File: config.mk
export PLATFORM = sky130hd
export DESIGN_NAME = mls_div
export DESIGN_NICKNAME = d
export VERILOG_FILES = /design/src/rtl/mls_pkg.sv /design/src/rtl/mls_div.sv
export SDC_FILE = /design/constraint.sdc
export NUM_CORES = 1
export LEC_CHECK = 0
export BUFFER_PORTS_ARGS = -buffer_cell sky130_fd_sc_hd__buf_2
export CAP_MARGIN = 10
export CORE_ASPECT_RATIO = 1.75
export CORE_MARGIN = 1.5
export CORE_UTILIZATION = 45
export DETAILED_ROUTE_END_ITERATION = 16
export HOLD_SLACK_MARGIN = 0.03
export PLACE_DENSITY = 0.71
export SYNTH_ARGS = -nofsm -noshare
export SYNTH_HDL_FRONTEND = slang
export SYNTH_SLANG_ARGS = --single-unit
export TNS_END_PERCENT = 100
File: constraint.sdc
create_clock -name i_clk -period 2.5 [get_ports i_clk]
set_input_delay 0.125 -clock i_clk [delete_from_list [all_inputs] [get_ports i_clk]]
set_output_delay 0.125 -clock i_clk [all_outputs]
set_load 0.02 [all_outputs]
File: src/rtl/mls_pkg.sv
// ----------------------------------------------------------------------------
// mls_pkg
// Shared constants, codes and types for the Matroska lace splitter.
// ----------------------------------------------------------------------------
`default_nettype none

package mls_pkg;

    localparam int unsigned MLS_MAX_BLOCK_BYTES = 4194304;
    localparam int unsigned MLS_MAX_LACE_FRAMES = 64;

    localparam logic [31:0] MLS_SCALE_RST = 32'd1000000;
    localparam logic [31:0] MLS_DUR_RST   = 32'd21333333;

    // result status codes
    localparam logic [2:0] ST_OK     = 3'd0;
    localparam logic [2:0] ST_SIZE   = 3'd1;
    localparam logic [2:0] ST_FRAMES = 3'd2;
    localparam logic [2:0] ST_TRUNC  = 3'd3;
    localparam logic [2:0] ST_VINT   = 3'd4;
    localparam logic [2:0] ST_NONPOS = 3'd5;
    localparam logic [2:0] ST_FIT    = 3'd6;

    // lacing modes
    localparam logic [1:0] LACE_NONE  = 2'd0;
    localparam logic [1:0] LACE_XIPH  = 2'd1;
    localparam logic [1:0] LACE_FIXED = 2'd2;
    localparam logic [1:0] LACE_EBML  = 2'd3;

    // configuration register indexes
    localparam logic CFG_SCALE = 1'b0;
    localparam logic CFG_DUR   = 1'b1;

    typedef struct packed {
        logic done;
        logic rem_nz;
    } t_div_stat;

    // length of an EBML vint from its lead byte (lead byte nonzero)
    function automatic logic [3:0] vint_len(input logic [7:0] b);
        logic [3:0] len;
        begin
            casez (b)
                8'b1???????: len = 4'd1;
                8'b01??????: len = 4'd2;
                8'b001?????: len = 4'd3;
                8'b0001????: len = 4'd4;
                8'b00001???: len = 4'd5;
                8'b000001??: len = 4'd6;
                8'b0000001?: len = 4'd7;
                default:     len = 4'd8;
            endcase
            return len;
        end
    endfunction

    // signed vint bias: 2^(7*len-1) - 1
    function automatic logic [55:0] vint_bias(input logic [3:0] len);
        logic [55:0] bias;
        begin
            case (len)
                4'd1:    bias = (56'd1 << 6) - 56'd1;
                4'd2:    bias = (56'd1 << 13) - 56'd1;
                4'd3:    bias = (56'd1 << 20) - 56'd1;
                4'd4:    bias = (56'd1 << 27) - 56'd1;
                4'd5:    bias = (56'd1 << 34) - 56'd1;
                4'd6:    bias = (56'd1 << 41) - 56'd1;
                4'd7:    bias = (56'd1 << 48) - 56'd1;
                4'd8:    bias = (56'd1 << 55) - 56'd1;
                default: bias = 56'd0;
            endcase
            return bias;
        end
    endfunction

endpackage

`default_nettype wire

File: src/rtl/mls_div.sv
// ----------------------------------------------------------------------------
// mls_div
// Restoring divider, one quotient bit per cycle.
// ----------------------------------------------------------------------------
`default_nettype none

module mls_div
    import mls_pkg::*;
#(
    parameter int WIDTH = 23,
    parameter int DW    = 9
) (
    input  wire              i_clk,
    input  wire              i_rst_n,
    input  wire              i_start,
    input  wire  [WIDTH-1:0] i_dividend,
    input  wire  [DW-1:0]    i_divisor,
    output logic [WIDTH-1:0] o_quotient,
    output t_div_stat        o_stat
);

    localparam int CNTW = $clog2(WIDTH + 1);

    logic [WIDTH-1:0] r_q, n_q;
    logic [DW-1:0]    r_r, n_r;
    logic [DW-1:0]    r_d, n_d;
    logic [CNTW-1:0]  r_cnt, n_cnt;
    logic             r_run, n_run;
    logic             r_done, n_done;
    logic [DW:0]      trial;

    always_comb begin
        n_q    = r_q;
        n_r    = r_r;
        n_d    = r_d;
        n_cnt  = r_cnt;
        n_run  = r_run;
        n_done = 1'b0;
        trial  = {r_r, r_q[WIDTH-1]};
        if (i_start) begin
            n_q   = i_dividend;
            n_r   = '0;
            n_d   = i_divisor;
            n_cnt = '0;
            n_run = 1'b1;
        end else if (r_run) begin
            if (trial >= {1'b0, r_d}) begin
                n_r = DW'(trial - {1'b0, r_d});
                n_q = {r_q[WIDTH-2:0], 1'b1};
            end else begin
                n_r = trial[DW-1:0];
                n_q = {r_q[WIDTH-2:0], 1'b0};
            end
            n_cnt = r_cnt + CNTW'(1);
            if (r_cnt == CNTW'(WIDTH - 1)) begin
                n_run  = 1'b0;
                n_done = 1'b1;
            end
        end
    end

    always_ff @(posedge i_clk) begin
        if (!i_rst_n) begin
            r_run  <= 1'b0;
            r_done <= 1'b0;
        end else begin
            r_run  <= n_run;
            r_done <= n_done;
        end
        r_q   <= n_q;
        r_r   <= n_r;
        r_d   <= n_d;
        r_cnt <= n_cnt;
    end

    assign o_quotient    = r_q;
    assign o_stat.done   = r_done;
    assign o_stat.rem_nz = (r_r != '0);

endmodule

`default_nettype wire

==> metrics, run 1 <==
status=finished, final reports clean; minimum clock period=2.36 ns; pwr/cell area=~650 mW/mm^2; Critical Path Start Type=register; antenna-violating nets left=0; FILL cells=approximately 470; layout cells sized above 1=0.276; Crit Path Max Fanout=12; Die Wd=roughly 59 microns; most used flip-flop cell after synthesis=edfxtp_1; Core Box Area=0.00526 sq mm; fraction of registers with async set/reset=0; unrepaired setup endpoints after global routing=false; Final Non-Filler Cells=330; initial DRC count=29; Clk pin slew, worst setup/hold paths=0.08 ns; Yosys warnings=0; Synth cell types=50; pre-CTS setup slack=about 0.09 ns; drt pass-1 iters=4; Syn Area/Cell=between 10 and 15 sq um; leak pwr=between 0.001 and 0.0015 uW; CTS Buffer Depth=2; Seq cells post-synth=48; Mapped Area=about 0.0024 sq mm; fmax=0.424 GHz; global-route wire length before repair=8250 microns; MaxCap Viol Count=0; Reg2Reg Depth=10; Num CTS Buffers=5; HPWL Detailed=roughly 3700 microns; multi-input logic area=0.00107 sq mm; Hold Path Cell Cnt=3; Antenna diodes=0; vias in the first global route=1792; IO buf count=59; critical path arrival=2.57 ns; average routed wire per standard cell=around 15 microns; fin. max-slew vios=0; Hold Crit Class=in -> reg; Final nets=about 320; Congestion Overflow GR=0; Synth Area in Simple Gates=0.115; Root Buffer=clkbuf_8; most common cell after layout, fill and taps aside=buf_2; DRC viols=0; Post-Place Cells=just over 300; I/O pin count=60; Die Ht=100 microns; setup tns final=0 ns; clock latency on the worst-skew pair=about 0.29 ns; total length of routed wires=between 4000 and 5000 microns; Tcrit/Tclk final=0.944; CTS tree=built; post-synthesis compound-gate area fraction=0.0923; Worst VDD drop=between 0.5 and 0.6 mV; initial antenna violation count=0; Critical Path RT=around 2.7 ns; Synth top area share=0.394; largest family of logic cells by synthesized area=multiplexers; crit end category=register; GRT Util Overall=0.185; Adder-Cell Fraction of Synth Area=0.0646; Worst Max-Slew Pin Slew=approximately 0.7 ns; final core occ=0.574; Syn Inst Count=between 200 and 250; routed vias/inst=5.44; Die ar.=0.00589 sq mm; crit path kind=reg -> reg; leading area contributor after synthesis=edfxtp_1; largest net degree at the start of global routing=33; CTS H-tree lvls=2; Setup WS post-layout=between 0.1 and 0.15 ns; post-synthesis sequential area ratio=0.525; Initial Util=0.464; most frequent cells in the layout=59 x buf_2, 32 x edfxtp_1, 22 x mux2_1, 18 x nor2_1, 16 x dfxtp_1; Register Area=around 0.0013 sq mm; post-synthesis mux area share=0.134; GPL Wtd Cong=around 0.95; XOR/XNOR Fraction of Synth Area=0.0287; Max-slew headroom=0.532; Setup Skew=approximately 0.0034 ns; Setup-failing EPs final=0; CTS sink count=between 40 and 50; syn_nets=249; num rows=35; DR vias=approximately 1800; Final Hold Vio Count=0; area delta synth->final=23.6%; dominant cells by area after synthesis=edfxtp_1 39%, dfxtp_1 13%, mux2_1 10%; EDFF count, synth=32
[Yosys cell counts, drive strengths merged, types with 2 or more instances]
master	n
nor3	3
xor2	5
a31o	2
mux2i	8
a211oi	6
xnor2	3
or3	2
inv	14
nand2	8
and3	3
o21a	2
o211ai	2
a311oi	3
nand4	2
nand3	3
nand4b	2
nor4	2
dfxtp	16
buf	5
edfxtp	32
a21oi	5
ha	11
mux2	22
nor2	18
or2	2
clkbuf	4
o211a	2
[sequential cells by signal, indices dropped and copies added, names as in the netlist]
register	count
r_cnt	5
r_d	9
r_done	1
r_r	9
r_run	1
o_quotient	23
[worst max-delay path, cell delays in order, from the launching register on]
cell and delay, ns:
edfxtp_1 0.41, inv_1 0.08, ha_1 0.16, inv_1 0.06, fa_1 0.42, a211oi_2 0.31, o21a_2 0.19, o211a_4 0.19
buf_12 0.14, nand2_1 0.05, a311oi_1 0.26
[metrics by stage]
step                hold WS [ns]  power (uW)  area, sq um
finish                    0.0547        1950         3020
global route              0.0501        2060         3020
CTS                       0.0480        1960         2990
detailed placement         0.303        1480         2810
global placement           0.303        1460         2810
floorplan                  0.224        1320         2440
[layer usage]
layer / global-route usage / wire, microns
met5: 0 / 0
met4: 0.0909 / 133
met3: 0.0438 / 239
met2: 0.316 / 2670
met1: 0.210 / 1940
[what timing repair did]
item / CTS / global route
hold endpoints to repair: 9 / 0
resized for setup: 0 / 1
endpoints found under the setup margin: 0 / 8
setup buffers: 0 / 2
hold buffers: 9 / 0
[cell families (layout without fill, tap and decap cells)]
family,Yosys count,after routing
AOI/OAI and AO/OA,28,28
xor gates and xnor gates,8,8
adders and majority gates,12,12
buffers and inverters,23,96
DFF,48,48
muxes,30,30
and+or+nand+nor,53,53
[worst paths after layout]
| path | from | endpoint | slack, ns |
|---|---|---|---|
| max reg2reg | o_quotient[22] | r_r[7] | 0.14 |
| max | o_quotient[22] | r_r[7] | 0.14 |
| min | i_rst_n | r_done | 0.05 |
| min reg2reg | r_cnt[2] | r_done | 0.52 |
[area by class of cell]
type | instances | area share
well taps | 55 | 0.0228
clock buffers | 8 | 0.0299
flip-flops and latches | 48 | 0.425
inverters | 14 | 0.0174
multi-input cells | 131 | 0.354
repair buffers | 74 | 0.151
[power breakdown]
| group | internal [uW] | switching, uW | total (uW) |
|---|---|---|---|
| Clock | 226 | 246 | 472 |
| Sequential | 931 | 47.9 | 978 |
| Combinational | 229 | 273 | 501 |
No activity file was read; power rests on OpenSTA's default activity.
==> run 2: changes to the inputs <==
--- a/config.mk
+++ b/config.mk
@@ -7,7 +7,7 @@
 export LEC_CHECK = 0
 export BUFFER_PORTS_ARGS = -buffer_cell sky130_fd_sc_hd__buf_2
 export CAP_MARGIN = 10
-export CORE_ASPECT_RATIO = 1.75
+export CORE_ASPECT_RATIO = 0.9
 export CORE_MARGIN = 1.5
 export CORE_UTILIZATION = 45
 export DETAILED_ROUTE_END_ITERATION = 16
==> run 2 against run 1 <==
Die area fell by 0.28%; via count down 1.7%; clock skew rose by 0.0031 ns; flip-flop and latch count did not move; fmax grew 2.3%; critical path depth fell by 1; highest routed layer unchanged; combinational power decreased by 0.8%.
==> metrics, run 2 (synthesis gave the netlist of run 1 again) <==
Clk network pwr share=0.268 (+0.026); Worst VDD drop=0.332 mV (-44%); fin. max-slew vios=0 (unchanged); Critical Path Slowest Stage Cell=edfxtp_1; Worst Max-Slew Pin Slew=0.597 ns (-0.105 ns); Buf/Inv on CP=2 (-1); leak pwr=0.00131 uW (+0.94%); fmax=0.433 GHz (+2.3%); CP dominant cell by count=inv_1; largest net degree at the start of global routing=31 (-6.1%); CTS tree=built; vias in the first global route=1744 (-2.7%); Die Wd=80.6 microns (+37%); Root Buffer=clkbuf_8; initial antenna violation count=0 (unchanged); Die Ht=72.9 microns (-27%); sequential power share=0.486 (-0.015); Reg2Reg Depth=9 (-1); I/O pin count=60 (unchanged); HPWL Detailed=3460 microns (-6.9%); IO buf count=59 (unchanged); Largest register FFs=23 (unchanged); crit end category=register; CTS Buffer Depth=2 (unchanged); status=finished, final reports clean; Antenna diodes=0 (unchanged); critical path arrival=2.49 ns (-0.08 ns); worst hold margin=0.0596 ns (+0.00491 ns); GRT Util Overall=0.172 (-0.0125); DR vias=1764 (-1.7%); Crit Path Max Fanout=5 (-7); Hold Path Cell Cnt=3 (unchanged); Final nets=322 (+0.31%); area delta synth->final=25.3%; Max-slew headroom=0.602 (+0.0700); minimum clock period=2.31 ns (-0.0530 ns); slowest cell delay on critical path=0.42 ns (about the same); antenna-violating nets left=0 (unchanged); Congestion Overflow GR=0 (unchanged); initial DRC count=79 (+170%); Setup Skew=0.00642 ns (+0.00307 ns); most frequent cells in the layout=59 x buf_2, 32 x edfxtp_1, 22 x mux2_1, 18 x nor2_1, 16 x dfxtp_1; Hold Crit Class=in -> reg; Tcrit/Tclk final=0.923 (-0.0212); Num CTS Buffers=5 (unchanged); Critical Path Start Type=register; Final Hold Vio Count=0 (unchanged); Int Pwr=1450 uW (+4.8%); drt pass-1 iters=4 (unchanged); setup tns final=0 ns (unchanged); Crit path depth=9 (-1); Critical Path RT=2.68 ns (-0.03 ns); Gate power share=0.247 (-0.010); MaxCap Viol Count=0 (unchanged); Setup-failing EPs final=0 (unchanged); most common cell after layout, fill and taps aside=buf_2; unrepaired setup endpoints after global routing=false; CP Cell Sequence=inv_1, ha_1, inv_1, fa_2, a211oi_2, o21a_2, o211a_4, a2111oi_0, or3_1; pwr/cell area=658 mW/mm^2 (+1.7%); clock latency on the worst-skew pair=0.29 ns (about the same); global-route wire length before repair=7760 microns (-5.9%); average routed wire per standard cell=13.7 microns (-9.4%); routed vias/inst=5.14 (-5.5%); Die ar.=0.00587 sq mm (-0.28%); CTS sink count=48 (unchanged); Core Box Area=0.00522 sq mm (-0.60%); Psw=561 uW (-1.1%); Initial Util=0.467 (+0.00278); GPL Wtd Cong=0.853 (-10%); total length of routed wires=4690 microns (-5.9%); Net Sw Frac=0.279 (-0.0118); crit path kind=reg -> reg; num rows=25 (-29%); DRC viols=0 (unchanged); Clk pin slew, worst setup/hold paths=0.09 ns (about the same); delay-heaviest family, CP=compound AO/OA/AOI/OAI gates; layout cells sized above 1=0.283 (+0.00625); CTS H-tree lvls=2 (unchanged)
## run 2: changes by cell type in the layout (fill, tap and decap cells not counted)
cell	change
bufinv_16	+1
buf_4	+1
fa_2	+1
clkinv_1	+2
clkbuf_8	-1
clkbuf_1	-2
fa_1	-1
## run 2: path summary, 6_finish.rpt
| check | endpoint | slack (ns) | startpoint |
|---|---|---|---|
| worst max-delay path | r_r[8] | 0.19 | o_quotient[22] |
| worst min-delay path | r_done | 0.06 | i_rst_n |
| worst max register to register | r_r[8] | 0.19 | o_quotient[22] |
| worst min register to register | r_done | 0.51 | r_cnt[2] |
## run 2: timing repair
item	in CTS	in global routing
buffers inserted	0	2
gates resized for setup	0	2
endpoints found under the hold margin	9	0
setup endpoints to repair	0	9
hold buffers	9	0
## run 2: per-stage QoR
step | setup slack [ns] | instances | area [sq um] | total power (uW) | utilization
6_report | 0.192 | 343 | 3060 | 2010 | 0.585
5_1_grt | 0.0262 | 343 | 3060 | 2120 | 0.585
4_1_cts | 0.0631 | 341 | 3030 | 2020 | 0.581
3_5_place_dp | 0.0966 | 324 | 2840 | 1470 | 0.543
3_3_place_gp | 0.184 | 324 | 2840 | 1460 | 0.543
2_1_floorplan | 0.142 | 202 | 2440 | 1320 | -
## run 2: power by group through the flow
stage / Combinational, uW / Sequential, uW / Clock, uW
6_report: 497 / 978 / 539
3_3_place_gp: 466 / 994 / 0
4_1_cts: 485 / 978 / 557
5_1_grt: 546 / 991 / 586
2_1_floorplan: 282 / 1040 / 0
3_5_place_dp: 472 / 995 / 0
## run 2: metal layers
| layer | GRT usage | vias to the layer above | routed length, microns |
|---|---|---|---|
| met5 | 0 | - | 0 |
| met4 | 0.0498 | 0 | 36 |
| met3 | 0.0513 | 4 | 239 |
| met2 | 0.288 | 39 | 2310 |
| met1 | 0.217 | 830 | 2110 |
| li1 | - | 891 | - |
## run 2: worst reg2reg max path, stage by stage, from the launching register on
cell and delay, ns:
edfxtp_1 0.42, inv_1 0.07, ha_1 0.17, inv_1 0.06, fa_2 0.35, a211oi_2 0.30, o21a_2 0.19, o211a_4 0.20
a2111oi_0 0.07, or3_1 0.37
## run 2: cell type report
type / instances / area, sq um
fillers: 444 / 2170
flip-flops and latches: 48 / 1280
multi-input cells: 131 / 1070
repair buffers: 75 / 463
well taps: 67 / 83.8
clock buffers: 5 / 68.8
inverters: 14 / 52.6
clock inverters: 3 / 37.5
==> run 3: changes to the inputs <==
--- a/config.mk
+++ b/config.mk
@@ -7,7 +7,7 @@
 export LEC_CHECK = 0
 export BUFFER_PORTS_ARGS = -buffer_cell sky130_fd_sc_hd__buf_2
 export CAP_MARGIN = 10
-export CORE_ASPECT_RATIO = 0.9
+export CORE_ASPECT_RATIO = 1.1
 export CORE_MARGIN = 1.5
 export CORE_UTILIZATION = 45
 export DETAILED_ROUTE_END_ITERATION = 16
==> run 3 against run 2 <==
Flip-flop and latch count did not move; non-clock buffer count is 2 higher; register-to-register slack is essentially flat; sequential share of layout area increased by 0.36 points; critical path type unchanged; critical endpoint is now r_r[6]; largest cell class unchanged.
==> metrics, run 3 (synthesis gave the netlist of run 1 again) <==
status=finished, final reports clean; GPL Wtd Cong=0.919 (+7.7%); hold endpoint=r_done; Clk network pwr share=0.236 (-0.032); CTS sink count=48 (unchanged); Placed Area=0.00283 sq mm (-0.13%); Antenna diodes=0 (unchanged); Num CTS Buffers=5 (unchanged); Worst Max-Slew Pin Slew=0.634 ns (+0.0376 ns); Final nets=324 (+0.62%); delay-heaviest family, CP=compound AO/OA/AOI/OAI gates; Root Buffer=clkbuf_8; initial DRC count=96 (+22%); Hold Path Cell Cnt=3 (unchanged); Buf/Inv on CP=3 (+1); Max-slew headroom=0.577 (-0.0251); Die Ht=80.2 microns (+10%); Initial Util=0.478 (+0.0112); total length of routed wires=4630 microns (-1.2%); CP Cell Sequence=inv_1, ha_1, inv_1, fa_2, a211oi_2, o21a_2, o211a_2, buf_6, mux2i_2, a211oi_1; Final Non-Filler Cells=350 (+2.0%); crit path kind=reg -> reg; Hold Startpoint=i_rst_n; sequential power share=0.510 (+0.024); slack of the worst reg-to-reg path=0.18 ns (about the same); CTS tree=built; Register Area=0.00128 sq mm (unchanged); Setup Skew=0.0119 ns (+0.00550 ns); most frequent cells in the layout=59 x buf_2, 32 x edfxtp_1, 22 x mux2_1, 18 x nor2_1, 16 x dfxtp_1; DRC viols=0 (unchanged); Largest register FFs=23 (unchanged); Clk pin slew, worst setup/hold paths=0.09 ns (about the same); FILL cells=444 (unchanged); Critical Path Start Type=register; initial antenna violation count=0 (unchanged); average routed wire per standard cell=13.2 microns (-3.2%); Crit Path Max Fanout=8 (+3); critical path arrival=2.50 ns (about the same); Setup-failing EPs final=0 (unchanged); CTS H-tree lvls=2 (unchanged); Congestion Overflow GR=0 (unchanged); Crit Reg-Reg Startpoint=o_quotient[22]; num rows=27 (+8.0%); setup tns final=0 ns (unchanged); GRT Util Overall=0.174 (+0.00183); IO buf count=59 (unchanged); Worst VDD drop=0.338 mV (+1.9%); HPWL Detailed=3310 microns (-4.2%); unrepaired setup endpoints after global routing=false; GR peak layer=met2; MaxCap Viol Count=0 (unchanged); fmax=0.432 GHz (-0.39%); largest net degree at the start of global routing=31 (unchanged); Reg2Reg Depth=10 (+1); antenna-violating nets left=0 (unchanged); Final Hold Vio Count=0 (unchanged); Post-Place Cells=331 (+2.2%); multi-input logic area=0.00107 sq mm (-0.35%); Tcrit/Tclk final=0.927 (+0.00364); clock latency on the worst-skew pair=0.30 ns (about the same); Hold Crit Class=in -> reg; CTS Buffer Depth=2 (unchanged); global-route wire length before repair=7730 microns (-0.35%); leak pwr=0.00130 uW (-0.91%); I/O pin count=60 (unchanged); Core Box Area=0.00510 sq mm (-2.3%); FF-to-FF End=r_r[6]; area delta synth->final=24.3%; fin. max-slew vios=0 (unchanged); Die ar.=0.00587 sq mm (about the same); crit end category=register; global-route track usage on met3=0.0339 (-0.0174); Critical Path Slowest Stage Cell=edfxtp_1; routing usage on met2=0.279 (-0.00849); layout cells sized above 1=0.295 (+0.0124); Gate power share=0.254 (+0.007); Die Wd=73.2 microns (-9.2%); DR vias=1731 (-1.9%); pwr/cell area=633 mW/mm^2 (-3.8%); CP dominant cell by count=inv_1; Critical Path RT=2.68 ns (about the same); met1 usage=0.235 (+0.0177); Finished Cell Area=0.00303 sq mm (-0.86%); minimum clock period=2.32 ns (+0.00911 ns); Psw=568 uW (+1.3%); Int Pwr=1350 uW (-6.9%); slowest cell delay on critical path=0.43 ns (about the same); vias in the first global route=1594 (-8.6%); Net Sw Frac=0.296 (+0.0173); routed vias/inst=4.95 (-3.8%); most common cell after layout, fill and taps aside=buf_2; drt pass-1 iters=4 (unchanged)
## run 3: cell types whose count changed in the layout (fill, tap and decap cells not counted), sizes merged
| cell | change |
|---|---|
| buf | +2 |
| bufinv | -1 |
| clkbuf | +1 |
| clkinv | -1 |
| inv | +1 |
## run 3: worst max-delay path by stage
| stage | from | end | slack (ns) | cells after the start |
|---|---|---|---|---|
| finish | o_quotient[22] | r_r[6] | 0.18 | 10 |
| global route | o_quotient[22] | r_r[8] | 0.04 | 9 |
| CTS | o_quotient[22] | r_r[6] | 0.08 | 10 |
| detailed placement | o_quotient[22] | r_r[6] | 0.13 | 10 |
| global placement | o_quotient[22] | r_r[6] | 0.24 | 10 |
| floorplan | o_quotient[22] | r_r[8] | 0.14 | 9 |
## run 3: per-layer routing
metal	vias up	wire length (microns)
met5	-	0
met4	0	37
met3	5	173
met2	33	2250
met1	799	2170
li1	894	-
## run 3: worst reg2reg max path: stages (launching register included)
cell      delay, ns
edfxtp_1       0.43
inv_1          0.08
ha_1           0.16
inv_1          0.05
fa_2           0.35
a211oi_2       0.29
o21a_2         0.19
o211a_2        0.20
buf_6          0.14
mux2i_2        0.21
a211oi_1       0.10
## run 3: stage by stage
| step | hold WS (ns) | setup WS [ns] | total power (uW) | utilization |
|---|---|---|---|---|
| 2_1_floorplan | 0.224 | 0.142 | 1320 | - |
| 3_3_place_gp | 0.301 | 0.244 | 1450 | 0.555 |
| 3_5_place_dp | 0.304 | 0.131 | 1460 | 0.555 |
| 4_1_cts | 0.0429 | 0.0822 | 1920 | 0.589 |
| 5_1_grt | 0.0501 | 0.0416 | 2030 | 0.594 |
| 6_report | 0.0485 | 0.183 | 1920 | 0.594 |
## run 3: cell type report
cell class                      count  area share
Timing Repair Buffer               77       0.151
Clock buffer                        6      0.0239
Inverter                           14      0.0173
Sequential cell                    48       0.423
Clock inverter                      2     0.00371
Multi-Input combinational cell    131       0.352
Tap cell                           72      0.0297
## run 3: what timing repair did
action	CTS	global route
setup endpoints to repair	0	7
buffers inserted	0	2
hold buffers	9	0
gates resized for setup	0	3
endpoints found under the hold margin	9	0
## run 3: power groups by stage
stage | sequential, uW | combinational [uW] | clock, uW
floorplan | 1040 | 282 | 0
global placement | 996 | 457 | 0
detailed placement | 995 | 462 | 0
CTS | 979 | 474 | 464
global route | 990 | 541 | 497
finish | 980 | 487 | 453
